<file path="config.mk">
export PLATFORM = sky130hd
export DESIGN_NAME = flash_write_word_aligner_flat
export DESIGN_NICKNAME = d
export VERILOG_FILES = /design/src/hdl/fwwa_pkg.sv /design/src/hdl/fwwa_if.sv /design/src/hdl/fwwa_front.sv /design/src/hdl/fwwa_queue.sv /design/src/hdl/flash_write_word_aligner.sv /design/src/flat_wrapper.sv
export SDC_FILE = /design/constraint.sdc
export NUM_CORES = 1
export LEC_CHECK = 0
export ABC_AREA = 1
export BUFFER_PORTS_ARGS = -buffer_cell sky130_fd_sc_hd__buf_2
export CAP_MARGIN = 20
export CORE_AREA = 3 3 161 163
export CTS_CLUSTER_DIAMETER = 50
export DETAILED_ROUTE_END_ITERATION = 8
export DIE_AREA = 0 0 164 166
export PLACE_DENSITY = 0.88
export SETUP_SLACK_MARGIN = 0.2
export SYNTH_ARGS = -nofsm -noshare
export SYNTH_HDL_FRONTEND = slang
export SYNTH_HIERARCHICAL = 1
export SYNTH_SLANG_ARGS = --single-unit
</file>
<file path="constraint.sdc">
create_clock -name clk_i -period 7.8 [get_ports clk_i]
set_clock_uncertainty 0.1 [all_clocks]
set_input_delay 1.56 -clock clk_i [delete_from_list [all_inputs] [get_ports clk_i]]
set_output_delay 1.56 -clock clk_i [all_outputs]
set_load 0.05 [all_outputs]
</file>
<file path="src/hdl/fwwa_pkg.sv">
// Package for the flash write word aligner.
// Holds the word entry type, field widths and the register map constants.
// No dependencies; every other file of the block refers to it by scoped names.
package fwwa_pkg;

  localparam int unsigned AddrW     = 32;
  localparam int unsigned WordW     = 64;
  localparam int unsigned LaneCount = 8;
  localparam int unsigned LaneIdxW  = 3;
  localparam int unsigned Log2W     = 2;
  localparam int unsigned PaddrW    = 3;
  localparam int unsigned PdataW    = 32;

  // Erased flash reads as all ones
  localparam logic [WordW-1:0] ErasedWord = {WordW{1'b1}};

  // Register map (word index taken from paddr[2])
  localparam logic RegWordSizeLog2 = 1'b0;
  localparam logic [Log2W-1:0] WordSizeLog2Reset = 2'd2;

  // Word queue depth and pointer width
  localparam int unsigned QueueDepth = 2;
  localparam int unsigned QueuePtrW  = 1;
  localparam int unsigned QueueCntW  = 2;

  // One aligned word handed from the packer to the output queue
  typedef struct packed {
    logic [AddrW-1:0] word_address;
    logic [WordW-1:0] word_data;
    logic             last_word;
  } word_entry_t;

endpackage

</file>
<file path="src/hdl/fwwa_if.sv">
// Channel interfaces for the flash write word aligner.
// Byte channel into the block and word channel out of it, valid/ready handshake.
// Depends on fwwa_pkg for field widths.
interface fwwa_byte_if;
  logic                        valid;
  logic                        ready;
  logic [7:0]                  data_byte;
  logic [fwwa_pkg::AddrW-1:0]  start_address;
  logic                        first_byte;
  logic                        last_byte;

  modport source (output valid, data_byte, start_address, first_byte, last_byte,
                  input ready);
  modport sink (input valid, data_byte, start_address, first_byte, last_byte,
                output ready);
endinterface

interface fwwa_word_if;
  logic                        valid;
  logic                        ready;
  logic [fwwa_pkg::AddrW-1:0]  word_address;
  logic [fwwa_pkg::WordW-1:0]  word_data;
  logic                        last_word;

  modport source (output valid, word_address, word_data, last_word, input ready);
  modport sink (input valid, word_address, word_data, last_word, output ready);
endinterface

</file>
<file path="src/hdl/fwwa_front.sv">
// Front part of the flash write word aligner: takes bytes, packs them into
// the word being assembled and decides when a word is complete.
// Depends on fwwa_pkg for widths and the word entry type.
module fwwa_front (
  input  logic                          clk_i,
  input  logic                          rst_ni,
  input  logic [fwwa_pkg::Log2W-1:0]    word_lg_i,
  input  logic                          byte_valid_i,
  input  logic [7:0]                    data_byte_i,
  input  logic [fwwa_pkg::AddrW-1:0]    start_address_i,
  input  logic                          first_byte_i,
  input  logic                          last_byte_i,
  output logic                          byte_ready_o,
  output logic                          push_o,
  output fwwa_pkg::word_entry_t         push_entry_o,
  input  logic                          queue_full_i
);

  logic [fwwa_pkg::WordW-1:0]    buf_q, buf_d;
  logic [fwwa_pkg::LaneIdxW-1:0] pos_q, pos_d;
  logic [fwwa_pkg::AddrW-1:0]    addr_q, addr_d;

  logic [3:0]                    word_bytes;
  logic [3:0]                    byte_mask;
  logic [fwwa_pkg::LaneIdxW-1:0] lane_mask;
  logic [fwwa_pkg::LaneIdxW-1:0] lane;
  logic [fwwa_pkg::WordW-1:0]    base_buf;
  logic [fwwa_pkg::WordW-1:0]    new_buf;
  logic [fwwa_pkg::LaneIdxW-1:0] base_pos;
  logic [fwwa_pkg::AddrW-1:0]    base_addr;
  logic                          accept;
  logic                          word_done;

  assign byte_ready_o = !queue_full_i;
  assign accept       = byte_valid_i && byte_ready_o;

  // Word size in bytes and the lane mask that follows from it
  assign word_bytes = 4'(1) << word_lg_i;
  assign byte_mask  = word_bytes - 4'(1);
  assign lane_mask  = byte_mask[fwwa_pkg::LaneIdxW-1:0];

  // Start of a write: realign the address, erase the buffer, skip to the offset
  always_comb begin
    if (first_byte_i) begin
      base_addr = start_address_i &
                  ~{{(fwwa_pkg::AddrW-fwwa_pkg::LaneIdxW){1'b0}}, lane_mask};
      base_buf  = fwwa_pkg::ErasedWord;
      base_pos  = start_address_i[fwwa_pkg::LaneIdxW-1:0] & lane_mask;
    end else begin
      base_addr = addr_q;
      base_buf  = buf_q;
      base_pos  = pos_q;
    end
  end

  assign lane = base_pos & lane_mask;

  // Drop the byte into its lane
  always_comb begin
    new_buf = base_buf;
    for (int i = 0; i < fwwa_pkg::LaneCount; i++) begin
      if (lane == fwwa_pkg::LaneIdxW'(i)) begin
        new_buf[i*8 +: 8] = data_byte_i;
      end
    end
  end

  // Word closes on its top lane or on the last byte of the write
  assign word_done = (lane == lane_mask) || last_byte_i;

  assign push_o                    = accept && word_done;
  assign push_entry_o.word_address = base_addr;
  assign push_entry_o.word_data    = new_buf;
  assign push_entry_o.last_word    = last_byte_i;

  // Advance the packing state
  always_comb begin
    buf_d  = buf_q;
    pos_d  = pos_q;
    addr_d = addr_q;
    if (accept) begin
      if (word_done) begin
        buf_d  = fwwa_pkg::ErasedWord;
        pos_d  = '0;
        addr_d = base_addr + {{(fwwa_pkg::AddrW-4){1'b0}}, word_bytes};
      end else begin
        buf_d  = new_buf;
        pos_d  = lane + fwwa_pkg::LaneIdxW'(1);
        addr_d = base_addr;
      end
    end
  end

  always_ff @(posedge clk_i or negedge rst_ni) begin
    if (!rst_ni) begin
      buf_q  <= fwwa_pkg::ErasedWord;
      pos_q  <= '0;
      addr_q <= '0;
    end else begin
      buf_q  <= buf_d;
      pos_q  <= pos_d;
      addr_q <= addr_d;
    end
  end

endmodule

</file>
<file path="src/hdl/fwwa_queue.sv">
// Back part of the flash write word aligner: a two-entry word queue that
// presents finished words on the output channel from registers.
// Depends on fwwa_pkg for the word entry type and queue sizing.
module fwwa_queue (
  input  logic                    clk_i,
  input  logic                    rst_ni,
  input  logic                    push_i,
  input  fwwa_pkg::word_entry_t   push_entry_i,
  output logic                    full_o,
  output logic                    out_valid_o,
  input  logic                    out_ready_i,
  output fwwa_pkg::word_entry_t   out_entry_o
);

  fwwa_pkg::word_entry_t             mem_q [fwwa_pkg::QueueDepth];
  logic [fwwa_pkg::QueuePtrW-1:0]    wr_ptr_q, wr_ptr_d;
  logic [fwwa_pkg::QueuePtrW-1:0]    rd_ptr_q, rd_ptr_d;
  logic [fwwa_pkg::QueueCntW-1:0]    count_q, count_d;
  logic                              pop;

  assign full_o      = (count_q == fwwa_pkg::QueueCntW'(fwwa_pkg::QueueDepth));
  assign out_valid_o = (count_q != '0);
  assign out_entry_o = mem_q[rd_ptr_q];
  assign pop         = out_valid_o && out_ready_i;

  // Move pointers and occupancy
  always_comb begin
    wr_ptr_d = wr_ptr_q;
    rd_ptr_d = rd_ptr_q;
    count_d  = count_q;
    if (push_i) begin
      wr_ptr_d = wr_ptr_q + fwwa_pkg::QueuePtrW'(1);
    end
    if (pop) begin
      rd_ptr_d = rd_ptr_q + fwwa_pkg::QueuePtrW'(1);
    end
    if (push_i && !pop) begin
      count_d = count_q + fwwa_pkg::QueueCntW'(1);
    end else if (pop && !push_i) begin
      count_d = count_q - fwwa_pkg::QueueCntW'(1);
    end
  end

  always_ff @(posedge clk_i or negedge rst_ni) begin
    if (!rst_ni) begin
      wr_ptr_q <= '0;
      rd_ptr_q <= '0;
      count_q  <= '0;
    end else begin
      wr_ptr_q <= wr_ptr_d;
      rd_ptr_q <= rd_ptr_d;
      count_q  <= count_d;
    end
  end

  // Store the incoming word
  always_ff @(posedge clk_i) begin
    if (push_i) begin
      mem_q[wr_ptr_q] <= push_entry_i;
    end
  end

endmodule

</file>
<file path="src/hdl/flash_write_word_aligner.sv">
// Flash write word aligner: packs a byte stream into aligned flash words.
// Throughput: one byte per cycle while the word queue is not full; one word out per cycle at most.
// A closed word is registered into the queue; if the queue was empty, it is valid on the output in the cycle after.
// A two-entry word queue parts the byte packer from the output handshake.
// Reset (rst_ni low, asynchronous): queue empty, buffer erased to 0xFF,
// lane 0 at address 0, word size register back to 4 bytes.
module flash_write_word_aligner #(
  parameter int unsigned MAX_WORD_BYTES = 8
) (
  input  logic                          clk_i,
  input  logic                          rst_ni,
  input  logic                          psel,
  input  logic                          penable,
  input  logic                          pwrite,
  input  logic [fwwa_pkg::PaddrW-1:0]   paddr,
  input  logic [fwwa_pkg::PdataW-1:0]   pwdata,
  output logic [fwwa_pkg::PdataW-1:0]   prdata,
  output logic                          pready,
  fwwa_byte_if.sink                     in_ch,
  fwwa_word_if.source                   out_ch
);

  localparam logic [fwwa_pkg::Log2W-1:0] MaxLog2 =
    (MAX_WORD_BYTES >= 8) ? 2'd3 :
    (MAX_WORD_BYTES >= 4) ? 2'd2 :
    (MAX_WORD_BYTES >= 2) ? 2'd1 : 2'd0;

  logic [fwwa_pkg::Log2W-1:0] word_lg_q, word_lg_d;
  logic [fwwa_pkg::Log2W-1:0] word_lg_eff;
  logic                       reg_write;
  logic                       push;
  logic                       queue_full;
  fwwa_pkg::word_entry_t      push_entry;
  fwwa_pkg::word_entry_t      out_entry;

  // Configuration register write and read back
  assign pready    = 1'b1;
  assign reg_write = psel && penable && pwrite && pready &&
                     (paddr[2] == fwwa_pkg::RegWordSizeLog2);

  always_comb begin
    word_lg_d = word_lg_q;
    if (reg_write) begin
      word_lg_d = pwdata[fwwa_pkg::Log2W-1:0];
    end
  end

  always_ff @(posedge clk_i or negedge rst_ni) begin
    if (!rst_ni) begin
      word_lg_q <= fwwa_pkg::WordSizeLog2Reset;
    end else begin
      word_lg_q <= word_lg_d;
    end
  end

  assign prdata = (paddr[2] == fwwa_pkg::RegWordSizeLog2) ?
                  {{(fwwa_pkg::PdataW-fwwa_pkg::Log2W){1'b0}}, word_lg_q} : '0;

  // Clamp the word size to what the flash supports
  assign word_lg_eff = (word_lg_q > MaxLog2) ? MaxLog2 : word_lg_q;

  fwwa_front u_front (
    .clk_i           (clk_i),
    .rst_ni          (rst_ni),
    .word_lg_i       (word_lg_eff),
    .byte_valid_i    (in_ch.valid),
    .data_byte_i     (in_ch.data_byte),
    .start_address_i (in_ch.start_address),
    .first_byte_i    (in_ch.first_byte),
    .last_byte_i     (in_ch.last_byte),
    .byte_ready_o    (in_ch.ready),
    .push_o          (push),
    .push_entry_o    (push_entry),
    .queue_full_i    (queue_full)
  );

  fwwa_queue u_queue (
    .clk_i        (clk_i),
    .rst_ni       (rst_ni),
    .push_i       (push),
    .push_entry_i (push_entry),
    .full_o       (queue_full),
    .out_valid_o  (out_ch.valid),
    .out_ready_i  (out_ch.ready),
    .out_entry_o  (out_entry)
  );

  assign out_ch.word_address = out_entry.word_address;
  assign out_ch.word_data    = out_entry.word_data;
  assign out_ch.last_word    = out_entry.last_word;

endmodule

</file>
<file path="src/flat_wrapper.sv">
// flat-port wrapper written by rule: the top's interface ports become plain ports
module flash_write_word_aligner_flat 
#(
  parameter int unsigned MAX_WORD_BYTES = 8
)
  (clk_i, rst_ni, psel, penable, pwrite, paddr, pwdata, prdata, pready, in_ch_valid, in_ch_data_byte, in_ch_start_address, in_ch_first_byte, in_ch_last_byte, in_ch_ready, out_ch_valid, out_ch_word_address, out_ch_word_data, out_ch_last_word, out_ch_ready);
  fwwa_byte_if in_ch_i ();
  fwwa_word_if out_ch_i ();
  input  logic clk_i;
  input  logic rst_ni;
  input  logic psel;
  input  logic penable;
  input  logic pwrite;
  input  logic [fwwa_pkg::PaddrW-1:0] paddr;
  input  logic [fwwa_pkg::PdataW-1:0] pwdata;
  output logic [fwwa_pkg::PdataW-1:0] prdata;
  output logic pready;
  input wire logic [$bits(in_ch_i.valid)-1:0] in_ch_valid;
  input wire logic [$bits(in_ch_i.data_byte)-1:0] in_ch_data_byte;
  input wire logic [$bits(in_ch_i.start_address)-1:0] in_ch_start_address;
  input wire logic [$bits(in_ch_i.first_byte)-1:0] in_ch_first_byte;
  input wire logic [$bits(in_ch_i.last_byte)-1:0] in_ch_last_byte;
  output wire logic [$bits(in_ch_i.ready)-1:0] in_ch_ready;
  output wire logic [$bits(out_ch_i.valid)-1:0] out_ch_valid;
  output wire logic [$bits(out_ch_i.word_address)-1:0] out_ch_word_address;
  output wire logic [$bits(out_ch_i.word_data)-1:0] out_ch_word_data;
  output wire logic [$bits(out_ch_i.last_word)-1:0] out_ch_last_word;
  input wire logic [$bits(out_ch_i.ready)-1:0] out_ch_ready;
  assign in_ch_i.valid = in_ch_valid;
  assign in_ch_i.data_byte = in_ch_data_byte;
  assign in_ch_i.start_address = in_ch_start_address;
  assign in_ch_i.first_byte = in_ch_first_byte;
  assign in_ch_i.last_byte = in_ch_last_byte;
  assign in_ch_ready = in_ch_i.ready;
  assign out_ch_valid = out_ch_i.valid;
  assign out_ch_word_address = out_ch_i.word_address;
  assign out_ch_word_data = out_ch_i.word_data;
  assign out_ch_last_word = out_ch_i.last_word;
  assign out_ch_i.ready = out_ch_ready;
  flash_write_word_aligner #(.MAX_WORD_BYTES(MAX_WORD_BYTES)) u_core (.clk_i(clk_i), .rst_ni(rst_ni), .psel(psel), .penable(penable), .pwrite(pwrite), .paddr(paddr), .pwdata(pwdata), .prdata(prdata), .pready(pready), .in_ch(in_ch_i), .out_ch(out_ch_i));
endmodule
</file>
### Yosys cells after proc, flatten, opt, wreduce, memory -nomap -nowiden

Memory sizes are Yosys's and may differ from the RTL's.
Cells that the tools add are included.

* add/subtract/negate cells: 7
* order comparisons: 1
* equal/unequal tests: 9
* shift-type cells: 1
* mux-type cells: 20
* bitwise operators: 5
* reductions and logical operators: 15

Operators with widths (number)
* $mux 64: 2
* $mux 32: 2
* $mux 8: 8
* $add 32x4->32: 1
* $and 32x32->32: 1
* $not 3->32: 1
* $eq 3x3->1 const B: 4
* $logic_and 1x1->1: 8
* $mux 2: 4
* $and 3x3->3: 2
* $eq 3x2->1 const B: 2
* $mux 3: 2
* $reduce_bool 2->1: 2
* $shl 1x2->4 const A: 1
* $add 3x1->3 const B: 1
* $eq 3x1->1 const B: 1
* $eq 3x3->1: 1
* $logic_not 1->1: 3
* $logic_not 3->1: 1
* $sub 3x1->3 const B: 1
* $add 1x1->1 const B: 2
* $add 2x1->2 const B: 1
* $eq 2x2->1 const B: 1
* $gt 2x2->1 const B: 1
* 4 further kinds: 5

* flip-flop bits (word level): 105
* memory bits (writable): 194
* input bits: 84
* output and inout bits: 132
* word-level logic and storage cells: 66
* memories: 1

Memory list
* u_core.u_queue.mem_q: depth 2, width 97, rd ports 1, clocked after Yosys merged registers in 0, wr ports 1, RTL line fwwa_queue.sv:15 `fwwa_pkg::word_entry_t mem_q [fwwa_pkg::QueueDepth];`

### Longest topological paths before layout

Gate-level depths: netlist of the first run.

* depth after elaboration: 14
* depth in mapped cells: 20

### Cells and area by module

Netlist of the first run, hierarchy kept.

By module, submodules not included
* fwwa_queue: times used 1, cells an instance 534, area an instance 7268.2 sq um
* fwwa_front: times used 1, cells an instance 813, area an instance 6289.8 sq um
* flash_write_word_aligner: times used 1, cells an instance 50, area an instance 352.8 sq um

### Worst setup path after synthesis of the first run

Ideal clock, no wire load.

* path type: input port to flip-flop
* start: input port in_ch_first_byte
* end: memory u_core/u_queue/mem_q[0][0] (netlist bit), enable pin
* arrival time: 6.687 ns
* path slack: 0.458 ns
* stages: 12
* buffers on the path: 3
* cell sequence: buf_6 inv_4 buf_6 nand2_1 nand3_1 nand3_1 nand2_2 buf_2 nand2_1 inv_1 inv_1 nor2_1

* word-level cells in the longest chain between the ends: 7

Ends and longest elaborated chain
* start, declared: RTL line flat_wrapper.sv:21 `input wire logic [$bits(in_ch_i.first_byte)-1:0] in_ch_first_byte;`
* $mux 3: RTL line fwwa_front.sv:44 `if (first_byte_i) begin`
* $and 3x3->3: RTL line fwwa_front.sv:56 `assign lane = base_pos & lane_mask;`
* $eq 3x3->1: RTL line fwwa_front.sv:69 `assign word_done = (lane == lane_mask) || last_byte_i;`
* $logic_or 1x1->1: RTL line fwwa_front.sv:69
* $logic_and 1x1->1: RTL line fwwa_front.sv:71 `assign push_o = accept && word_done;`
* named net u_core.push: RTL line flash_write_word_aligner.sv:31 `logic push;`
* $mux 1: RTL line fwwa_queue.sv:58 `if (push_i) begin`
* $mux 1 (not written as such): RTL line fwwa_queue.sv:59 `mem_q[wr_ptr_q] <= push_entry_i;`
* end, declared: RTL line fwwa_queue.sv:15

The timed path passes the listed nets, and every way through them passes these cells.

### Worst setup path after layout of the first run

* start: input port in_ch_first_byte
* end: memory u_core/u_queue/mem_q[0][90] (netlist bit), enable pin

Same word-level chain as after synthesis.

==> summary.txt, run 1 <==
Crit Path Category: in2reg
cells along the critical path: buf_4 > inv_4 > nand2_1 > nand3_1 > nand3_1 > nand2_2 > nand2_1 > inv_1 > inv_1 > nor2_4 > buf_12
routability cong.: 0.887
WHS: 0.380 ns
ANT nets after route: 0
sequential area share after synthesis: 61.4%
Die Ht: 166 um
Seq pwr share: 35.0%
DP Wirelength: 19600 um
Synth Register Bits: 299
buffer depth of the longest clock path: 3
CTS tree: done
layout cell share with drive strength beyond 1: 22.1%
ys flop type: edfxtp_1
nets@finish: 1615
FF-to-FF End: u_core/u_queue/mem_q[0][90]
cell depth of the worst flop-to-flop path: 9
min-delay src: u_core/u_front/addr_q[27]
vias per cell: 5.64
DRT Pass-1 Iters: 6
Post-synth EDFFs: 194
Max rail drop VDD: 0.000431 V
WL/cell: 17.4 um
Tot GR Track Use: 23.5%
clk_lat worst skew: 0.57 ns
fmax: 227 MHz
clock slew at reported path FFs: 0.06 ns
DRC: 0
Cell Int Power: 0.00339 W
Final min period: 4.40 ns
Combinational Power Share: 41.7%
r2r setup slk: 4.46 ns
CP startpoint kind: input pin
Clk network pwr share: 23.3%
CTS H-tree depth: 1
final wirelength: 32400 um
Pleak: 6.31 nW
FFs w/ async S/R, synth: 35.1%
number of global-route vias before repair: 10400
Sink Count: 299
Iter 0 DRT Violations: 1173
Unique masters post-synth: 41
clock buffers created by TritonCTS: 30
CP arrival: 4.49 ns
power per cell area: 390 mW/mm2
Worst path slowest cell: buf_12
mean post-synth cell area: 9.96 um2
period utilization: 56.4%
status: complete, no violations
setup TNS: 0 ns
largest net degree at the start of global routing: 101
Post-Syn Area: 0.0139 mm2
hold endpoint: u_core/u_front/addr_q[27]
number of max-cap violations: 0
Max Slew Vio Count: 0
Area growth, synth to finish: 12.5%
# setup viols final: 0
Die X: 164 um
clk root buf: clkbuf_16
final hold viol count: 0
total global routing overflow: 0
Port Buffer Count: 152
Hold Crit Class: reg2reg
number of placement rows: 57
die area: 0.0272 mm2
Initial Utilization: 56.9%
hold depth: 2
hold_buf cts: 0
Synth Warn #: 6
postcts setup bufs: 0
Least-Margin Pin Slew: 1.15 ns
DR vias: 10500
first-pass GRT wire length: 51500 um
worst-path maximum fanout: 83
required time of the critical path: 7.88 ns
unrepaired setup endpoints after global routing: false
R2R Path Start: u_core/word_lg_q[1]
Antenna diodes: 0
Psw: 0.00271 W
Cells after Synth: 1397
Net Sw Frac: 44.4%
cts repair resizes: 0
Worst Setup End Kind: flip-flop
initial antenna violation count: 0
io pins: 216
area of the core: 0.0245 mm2
Slew headroom: 23.4%
crit-path max cell delay: 0.46 ns
==> per-stage QoR <==
stage	std cells	worst slack (ns)	utilization, %	area (um2)	power, W
6_report	1867	3.40	64.0	15700	0.00610
5_1_grt	1867	3.18	64.0	15700	0.00639
4_1_cts	1866	3.00	63.9	15600	0.00612
3_5_place_dp	1810	2.46	59.8	14600	0.00468
3_3_place_gp	1810	2.49	59.8	14600	0.00461
2_1_floorplan	1426	0.458	-	14000	0.00412
==> registers in the layout, summed over array words and instances (netlist names) <==
register                 flops
u_core/u_queue/count_q       2
u_core/u_queue/wr_ptr_q      1
u_core/u_front/buf_q        64
u_core/u_queue/mem_q       194
u_core/u_queue/rd_ptr_q      1
u_core/u_front/pos_q         3
u_core/word_lg_q             2
u_core/u_front/addr_q       32
==> final cells by class <==
type,instances,area (um2)
Clock buffer,47,876
Multi-Input combinational cell,934,4490
Timing Repair Buffer,163,873
Clock inverter,9,125
Tap cell,324,405
Fill cell,1884,8810
Inverter,91,348
Sequential cell,299,8540
==> worst max-delay path, delay by kind of cell <==
family,cells,cell delay [ns]
simple gates,6,1.41
buf+inv,5,1.40
==> layer usage <==
| layer | part of all wire (%) | vias up | wire length [um] | GRT usage, % |
|---|---|---|---|---|
| li1 | - | 4875 | - | - |
| met3 | 9.4 | 77 | 3060 | 3.99 |
| met1 | 39 | 5011 | 12600 | 30.2 |
| met4 | 2.5 | 0 | 802 | 7.61 |
| met5 | 0 | - | 0 | 0 |
| met2 | 49 | 565 | 15900 | 40.5 |
==> power by group through the flow <==
stage | clock network, W | logic, W | registers (W)
global placement | 0 | 0.00247 | 0.00215
detailed placement | 0 | 0.00252 | 0.00216
CTS | 0.00144 | 0.00254 | 0.00214
finish | 0.00142 | 0.00254 | 0.00213
global route | 0.00151 | 0.00272 | 0.00216
floorplan | 0 | 0.00196 | 0.00216
==> cells in the mapped netlist (6+ instances only) <==
master,n,area [um2]
o21ai_0,78,390
dfstp_2,65,1710
ha_1,11,138
nand2_2,27,169
clkbuf_1,22,82.6
edfxtp_1,194,5830
o21ai_1,35,175
a21oi_1,21,105
o22ai_1,20,125
buf_4,36,270
buf_2,29,145
inv_2,6,22.5
inv_1,83,312
nand4_1,10,62.6
nand2_1,496,1860
o22a_1,48,420
nor2_4,7,78.8
nor3_1,16,80.1
buf_6,11,124
nor2_1,33,124
o21ai_2,6,52.6
nand3_1,62,310
nor2_2,12,75.1
dfrtp_1,40,1000
==> layout by cell type, fill, tap and decap left out, types with 6 or more instances in the layout <==
cell / synthesis / final
o21ai_2: 6 / 6
nand3_1: 62 / 62
nor2_4: 7 / 8
clkbuf_1: 22 / 12
nand2_1: 496 / 496
buf_4: 36 / 11
edfxtp_1: 194 / 194
clkbuf_16: 0 / 31
ha_1: 11 / 11
nor2_2: 12 / 12
o21ai_0: 78 / 78
inv_1: 83 / 81
nor2_1: 33 / 32
o22a_1: 48 / 48
nor3_1: 16 / 16
o22ai_1: 20 / 20
nand2_2: 27 / 27
dfrtp_1: 40 / 39
a21oi_1: 21 / 21
buf_2: 29 / 150
inv_2: 6 / 7
nand4_1: 10 / 10
o21ai_1: 35 / 35
dfstp_2: 65 / 65
conb_1: 2 / 31
==> how the worst max path moves through the flow <==
stage                startpoint  cells past startpoint                          end  slack [ns]
2_1_floorplan  in_ch_first_byte                     12   u_core/u_queue/mem_q[0][0]        0.46
3_3_place_gp   in_ch_first_byte                     11  u_core/u_queue/mem_q[1][36]        2.49
5_1_grt        in_ch_first_byte                     11  u_core/u_queue/mem_q[0][49]        3.18
4_1_cts        in_ch_first_byte                     11  u_core/u_queue/mem_q[1][36]        3.00
6_report       in_ch_first_byte                     11  u_core/u_queue/mem_q[0][90]        3.40
3_5_place_dp   in_ch_first_byte                     11  u_core/u_queue/mem_q[1][36]        2.46
==> cells by family after synthesis <==
kind of cell / share of synthesized area (%)
adder cells (fa/ha/maj): 1.13
AND/OR/NAND/NOR: 20.3
buffers and inverters: 7.19
other: 0.0540
flip-flops: 61.4
AO/OA/AOI/OAI: 9.62
XOR/XNOR: 0.378
No activity file was read; power rests on OpenSTA's default activity.
==> inputs of run 2 (changes only) <==
Clock period 7.8 ns to 4.15 ns, I/O delays scaled along.
==> run 2 against run 1 <==
  * Cell count up 0.32%
  * Worst setup slack lost 2.4 ns
  * Hold slack worse by 0.20 ns
  * Critical path depth shrank 6
  * Die area did not move
  * Sequential share of layout area decreased by 0.25 points
  * Final area is 0.46% higher
  * First-iteration DRC count down 11%
  * Clock power is 89% higher
  * Largest power group unchanged
  * Utilization rose by 0.30 points
==> summary.txt, run 2 (synthesis gave the netlist of run 1 again) <==
cells along the critical path: inv_4 > buf_12 > nand2_1 > nand2_1 > buf_2
Worst path slowest cell: dfrtp_2
top flop regs: u_core/u_queue/mem_q: 194 flops, u_core/u_front/buf_q: 64 flops, u_core/u_front/addr_q: 32 flops
largest net degree at the start of global routing: 101 (unchanged)
CTS H-tree depth: 1 (unchanged)
area of the core: 0.0245 mm2 (unchanged)
Cell Count Post-Placement: 1815 (+0.28%)
final hold viol count: 0 (unchanged)
CTS tree: done
Worst setup startpoint: u_core/u_queue/rd_ptr_q
Die Ht: 166 um (unchanged)
cell depth of the worst flop-to-flop path: 10 (+1)
pre-CTS setup slack: 0.798 ns (-1.66 ns)
Max rail drop VDD: 0.000742 V (+72%)
io pins: 216 (unchanged)
most common cell after layout, fill and taps aside: nand2_1
buffer depth of the longest clock path: 3 (unchanged)
number of global-route vias before repair: 10100 (-3.3%)
ANT nets after route: 0 (unchanged)
setup TNS: 0 ns (unchanged)
status: complete, no violations
DR vias: 10400 (-1.0%)
largest register by flop count: u_core/u_queue/mem_q
vias per cell: 5.56 (-1.3%)
most frequent CP cell: nand2_1
nets@finish: 1620 (+0.31%)
total global routing overflow: 0 (unchanged)
CP top delay family: buffers and inverters
Non-Filler Instances: 1873 (+0.32%)
fmax: 317 MHz
crit-path max cell delay: 0.44 ns (-0.02 ns)
Crit Path Category: reg2out
routability cong.: 0.882 (-0.47%)
clk_lat worst skew: 0.56 ns (about the same)
Port Buffer Count: 152 (unchanged)
postcts setup bufs: 0 (unchanged)
WP buf/inv: 3 (-2)
DRC: 0 (unchanged)
Antenna diodes: 0 (unchanged)
FF-to-FF End: u_core/u_front/buf_q[63]
Final Core Density: 64.3% (+0.30 points)
worst-path maximum fanout: 57 (-31%)
Least-Margin Pin Slew: 1.17 ns (+0.0230 ns)
number of max-cap violations: 0 (unchanged)
die area: 0.0272 mm2 (unchanged)
Final min period: 3.15 ns
clock slew at reported path FFs: 0.06 ns (about the same)
layout cell share with drive strength beyond 1: 22.5% (+0.37 points)
most frequent cells in the layout: nand2_1 (496), edfxtp_1 (194), buf_2 (150)
final wirelength: 32300 um (-0.29%)
cts repair resizes: 0 (unchanged)
# setup viols final: 0 (unchanged)
DP Wirelength: 20100 um (+2.4%)
number of placement rows: 57 (unchanged)
Pleak: 6.33 nW (+0.36%)
R2R Path Start: u_core/word_lg_q[1]
power per cell area: 730 mW/mm2 (+87%)
clk root buf: clkbuf_16
CP startpoint kind: flip-flop
Iter 0 DRT Violations: 1043 (-11%)
Max Slew Vio Count: 0 (unchanged)
DRT Pass-1 Iters: 5 (-1)
Total Power: 0.0115 W (+88%)
Slew headroom: 21.9% (-1.5 points)
WL/cell: 17.3 um (-0.61%)
CP arrival: 2.22 ns (-2.27 ns)
hold_buf cts: 0 (unchanged)
Die X: 164 um (unchanged)
Worst Setup End Kind: output pin
Initial Utilization: 56.9% (unchanged)
Hold Crit Class: in2async
unrepaired setup endpoints after global routing: false
initial antenna violation count: 0 (unchanged)
period utilization: 76.0%
Setup WS post-layout: 0.997 ns (-2.40 ns)
clock buffers created by TritonCTS: 31 (+3.3%)
Largest register FFs: 194 (unchanged)
Area growth, synth to finish: 13.1%
Sink Count: 299 (unchanged)
r2r setup slk: 1.33 ns (-3.13 ns)
first-pass GRT wire length: 51700 um (+0.32%)
required time of the critical path: 3.22 ns (-4.66 ns)
Tot GR Track Use: 23.6% (+0.091 points)
==> run 2: changes by cell type in the layout (fill, tap and decap cells not counted), sizes merged <==
cell | before | now
buf | 163 | 167
clkbuf | 47 | 38
clkinv | 7 | 11
clkinvlp | 0 | 4
inv | 91 | 94
==> run 2: per-stage QoR <==
step | hold slack [ns] | instance area [um2]
final | 0.179 | 15700
after global routing | 0.196 | 15700
after CTS | 0.177 | 15700
after detailed placement | 0.363 | 14700
after global placement | 0.358 | 14700
after floorplan | 0.342 | 14000
==> run 2: how the worst max path moves through the flow <==
stage,to,depth (start not counted)
2_1_floorplan,u_core/u_queue/mem_q[0][0],12
6_report,out_ch_word_data[31],5
5_1_grt,out_ch_word_data[56],5
3_3_place_gp,u_core/u_front/addr_q[16],12
3_5_place_dp,u_core/u_front/addr_q[16],12
4_1_cts,out_ch_word_data[7],5
==> run 2: layout make-up <==
cell class / count / area, um2
Inverter: 91 / 350
Sequential cell: 299 / 8540
Timing Repair Buffer: 167 / 953
Clock buffer: 38 / 812
Clock inverter: 20 / 179
Tap cell: 324 / 405
Fill cell: 1814 / 8730
Multi-Input combinational cell: 934 / 4490
==> run 2: power breakdown <==
group          internal [W]  switching, W
combinational      0.000980       0.00382
sequential          0.00383      0.000184
clock               0.00153       0.00115
total               0.00633       0.00515
==> run 2: per-layer routing <==
layer	share of wire [%]	global-route usage, %	vias up
met5	0	0	-
met4	2.8	7.80	0
met3	9.3	3.74	75
met2	48	39.0	578
met1	40	32.0	4882
li1	-	-	4885
==> inputs of run 3 (changes only) <==
Settings changed: CORE_AREA 3 3 161 163 to 3 3 168 170, DIE_AREA 0 0 164 166 to 0 0 171 173, PLACE_DENSITY 0.88 to 0.85.
Clock period 4.15 ns to 2.9 ns, I/O delays scaled along.
==> run 3 against run 2 <==
  * Die area up 8.7%
  * Flip-flop and latch count stayed put
  * Cell count up 1.8%
  * Critical endpoint is now out_ch_word_data[63]
  * Highest routed layer unchanged
==> summary.txt, run 3 (synthesis gave the netlist of run 1 again) <==
worst-path maximum fanout: 98 (+72%)
clock slew at reported path FFs: 0.05 ns (about the same)
Final min period: 2.66 ns
fmax: 377 MHz
CP arrival: 1.98 ns (-0.24 ns)
clock buffers created by TritonCTS: 35 (+13%)
area of the core: 0.0269 mm2 (+9.9%)
Combinational Power Share: 41.2% (-0.6 points)
status: complete, no violations
power per cell area: 1050 mW/mm2 (+44%)
Sink Count: 299 (unchanged)
Cell Int Power: 0.00943 W (+49%)
vias per cell: 5.45 (-2.1%)
Die Ht: 173 um (+4.2%)
nets@finish: 1635 (+0.93%)
largest register by flop count: u_core/u_queue/mem_q
Clk network pwr share: 24.9% (+1.6 points)
ANT nets after route: 0 (unchanged)
post-route cell area: 0.0161 mm2 (+2.1%)
unrepaired setup endpoints after global routing: true
Hold Crit Class: in2reg
buffer depth of the longest clock path: 3 (unchanged)
CTS tree: done
DP Wirelength: 20100 um (+0.23%)
WL/cell: 16.9 um (-2.0%)
Crit Path Category: reg2out
Largest register FFs: 194 (unchanged)
Placement Cell Area: 0.0148 mm2 (+0.70%)
most frequent cells in the layout: nand2_1 (488), edfxtp_1 (194), buf_2 (149)
Psw: 0.00749 W (+45%)
pre-CTS setup slack: 0.130 ns (-0.667 ns)
largest net degree at the start of global routing: 101 (unchanged)
Antenna diodes: 0 (unchanged)
Initial Utilization: 51.8% (-5.1 points)
total global routing overflow: 0 (unchanged)
DRC: 0 (unchanged)
Worst Setup End Kind: output pin
CTS H-tree depth: 2 (+1)
io pins: 216 (unchanged)
Iter 0 DRT Violations: 837 (-20%)
Port Buffer Count: 152 (unchanged)
required time of the critical path: 2.22 ns (-1.00 ns)
final hold viol count: 0 (unchanged)
Area growth, synth to finish: 15.5%
CP startpoint kind: flip-flop
Pleak: 6.48 nW (+2.2%)
Max rail drop VDD: 0.000980 V (+32%)
clk_lat worst skew: 0.51 ns (-0.05 ns)
final wirelength: 32200 um (-0.24%)
period utilization: 91.6%
# setup viols final: 0 (unchanged)
die area: 0.0296 mm2 (+8.7%)
clk root buf: clkbuf_16
r2r setup slk: 0.34 ns (-0.99 ns)
first-pass GRT wire length: 51300 um (-0.72%)
DR vias: 10400 (-0.31%)
Net Sw Frac: 44.3% (-0.57 points)
Seq pwr share: 34.0% (-0.9 points)
DRT Pass-1 Iters: 5 (unchanged)
number of placement rows: 60 (+5.3%)
WHS: 0.185 ns (+0.00525 ns)
most common cell after layout, fill and taps aside: nand2_1
number of max-cap violations: 0 (unchanged)
Slew headroom: 57.1% (+35 points)
Least-Margin Pin Slew: 0.643 ns (-0.529 ns)
routability cong.: 0.879 (-0.39%)
Die X: 171 um (+4.3%)
number of global-route vias before repair: 10000 (-0.41%)
Setup WS post-layout: 0.245 ns (-0.752 ns)
initial antenna violation count: 0 (unchanged)
Tot GR Track Use: 21.5% (-2.1 points)
Max Slew Vio Count: 0 (unchanged)
layout cell share with drive strength beyond 1: 24.5% (+2.1 points)
setup TNS: 0 ns (unchanged)
top flop regs: u_core/u_queue/mem_q: 194 flops, u_core/u_front/buf_q: 64 flops, u_core/u_front/addr_q: 32 flops
Non-Filler Instances: 1907 (+1.8%)
Cell Count Post-Placement: 1838 (+1.3%)
## run 3: changes by cell type in the layout (fill, tap and decap cells not counted), sizes merged
cell and change:
clkinvlp -1, buf +9, dlygate4sd3 +1, bufinv -1
clkbuf +10, inv -1
## run 3: per-stage QoR
| step | total power, W | utilization [%] |
|---|---|---|
| 4_1_cts | 0.0170 | 59.5 |
| 6_report | 0.0169 | 59.8 |
| 3_5_place_dp | 0.0127 | 55.2 |
| 3_3_place_gp | 0.0126 | 55.2 |
| 5_1_grt | 0.0178 | 59.8 |
| 2_1_floorplan | 0.0111 | - |
## run 3: timing repair
action,CTS,global route
pin swaps,0,3
endpoints found under the hold margin,29,0
hold buffers,1,0
gates cloned,0,0
setup buffers,0,3
gates resized for setup,4,7
setup endpoints to repair,62,124
## run 3: final timing paths
path                                            from                          to  depth (start not counted)
min in group asynchronous                     rst_ni   u_core/u_front/addr_q[29]                          2
max                          u_core/u_queue/rd_ptr_q        out_ch_word_data[63]                          4
min reg2reg                u_core/u_front/addr_q[31]   u_core/u_front/addr_q[31]                          2
max reg2reg                      u_core/word_lg_q[1]   u_core/u_front/addr_q[15]                         14
max in group asynchronous                     rst_ni    u_core/u_front/buf_q[56]                          3
min                                  in_ch_last_byte  u_core/u_queue/mem_q[1][0]                          1
## run 3: power by group through the flow
stage               combinational (W)  clock [W]  sequential [W]
floorplan                     0.00531          0         0.00576
global route                  0.00747    0.00449         0.00582
CTS                           0.00695    0.00429         0.00575
detailed placement            0.00691          0         0.00582
global placement              0.00680          0         0.00578
finish                        0.00696    0.00421         0.00575
## run 3: cell type report
class	count	area (um2)
flip-flops and latches	299	8540
inverters	91	363
well taps	341	427
multi-input cells	934	4550
clock buffers	47	972
fillers	2167	10800
clock inverters	17	153
repair buffers	178	1060
## run 3: critical path: stages (launching register included)
cell,delay (ns)
dfrtp_4,0.48
buf_16,0.33
nand2_1,0.11
nand2_1,0.15
buf_2,0.29
## run 3: metal layers
| layer | global-route usage, % | wire length, um | vias up |
|---|---|---|---|
| met1 | 28.9 | 13500 | 5001 |
| li1 | - | - | 4921 |
| met4 | 5.70 | 500 | 0 |
| met5 | 0 | 0 | - |
| met3 | 4.69 | 2490 | 43 |
| met2 | 35.6 | 15800 | 423 |
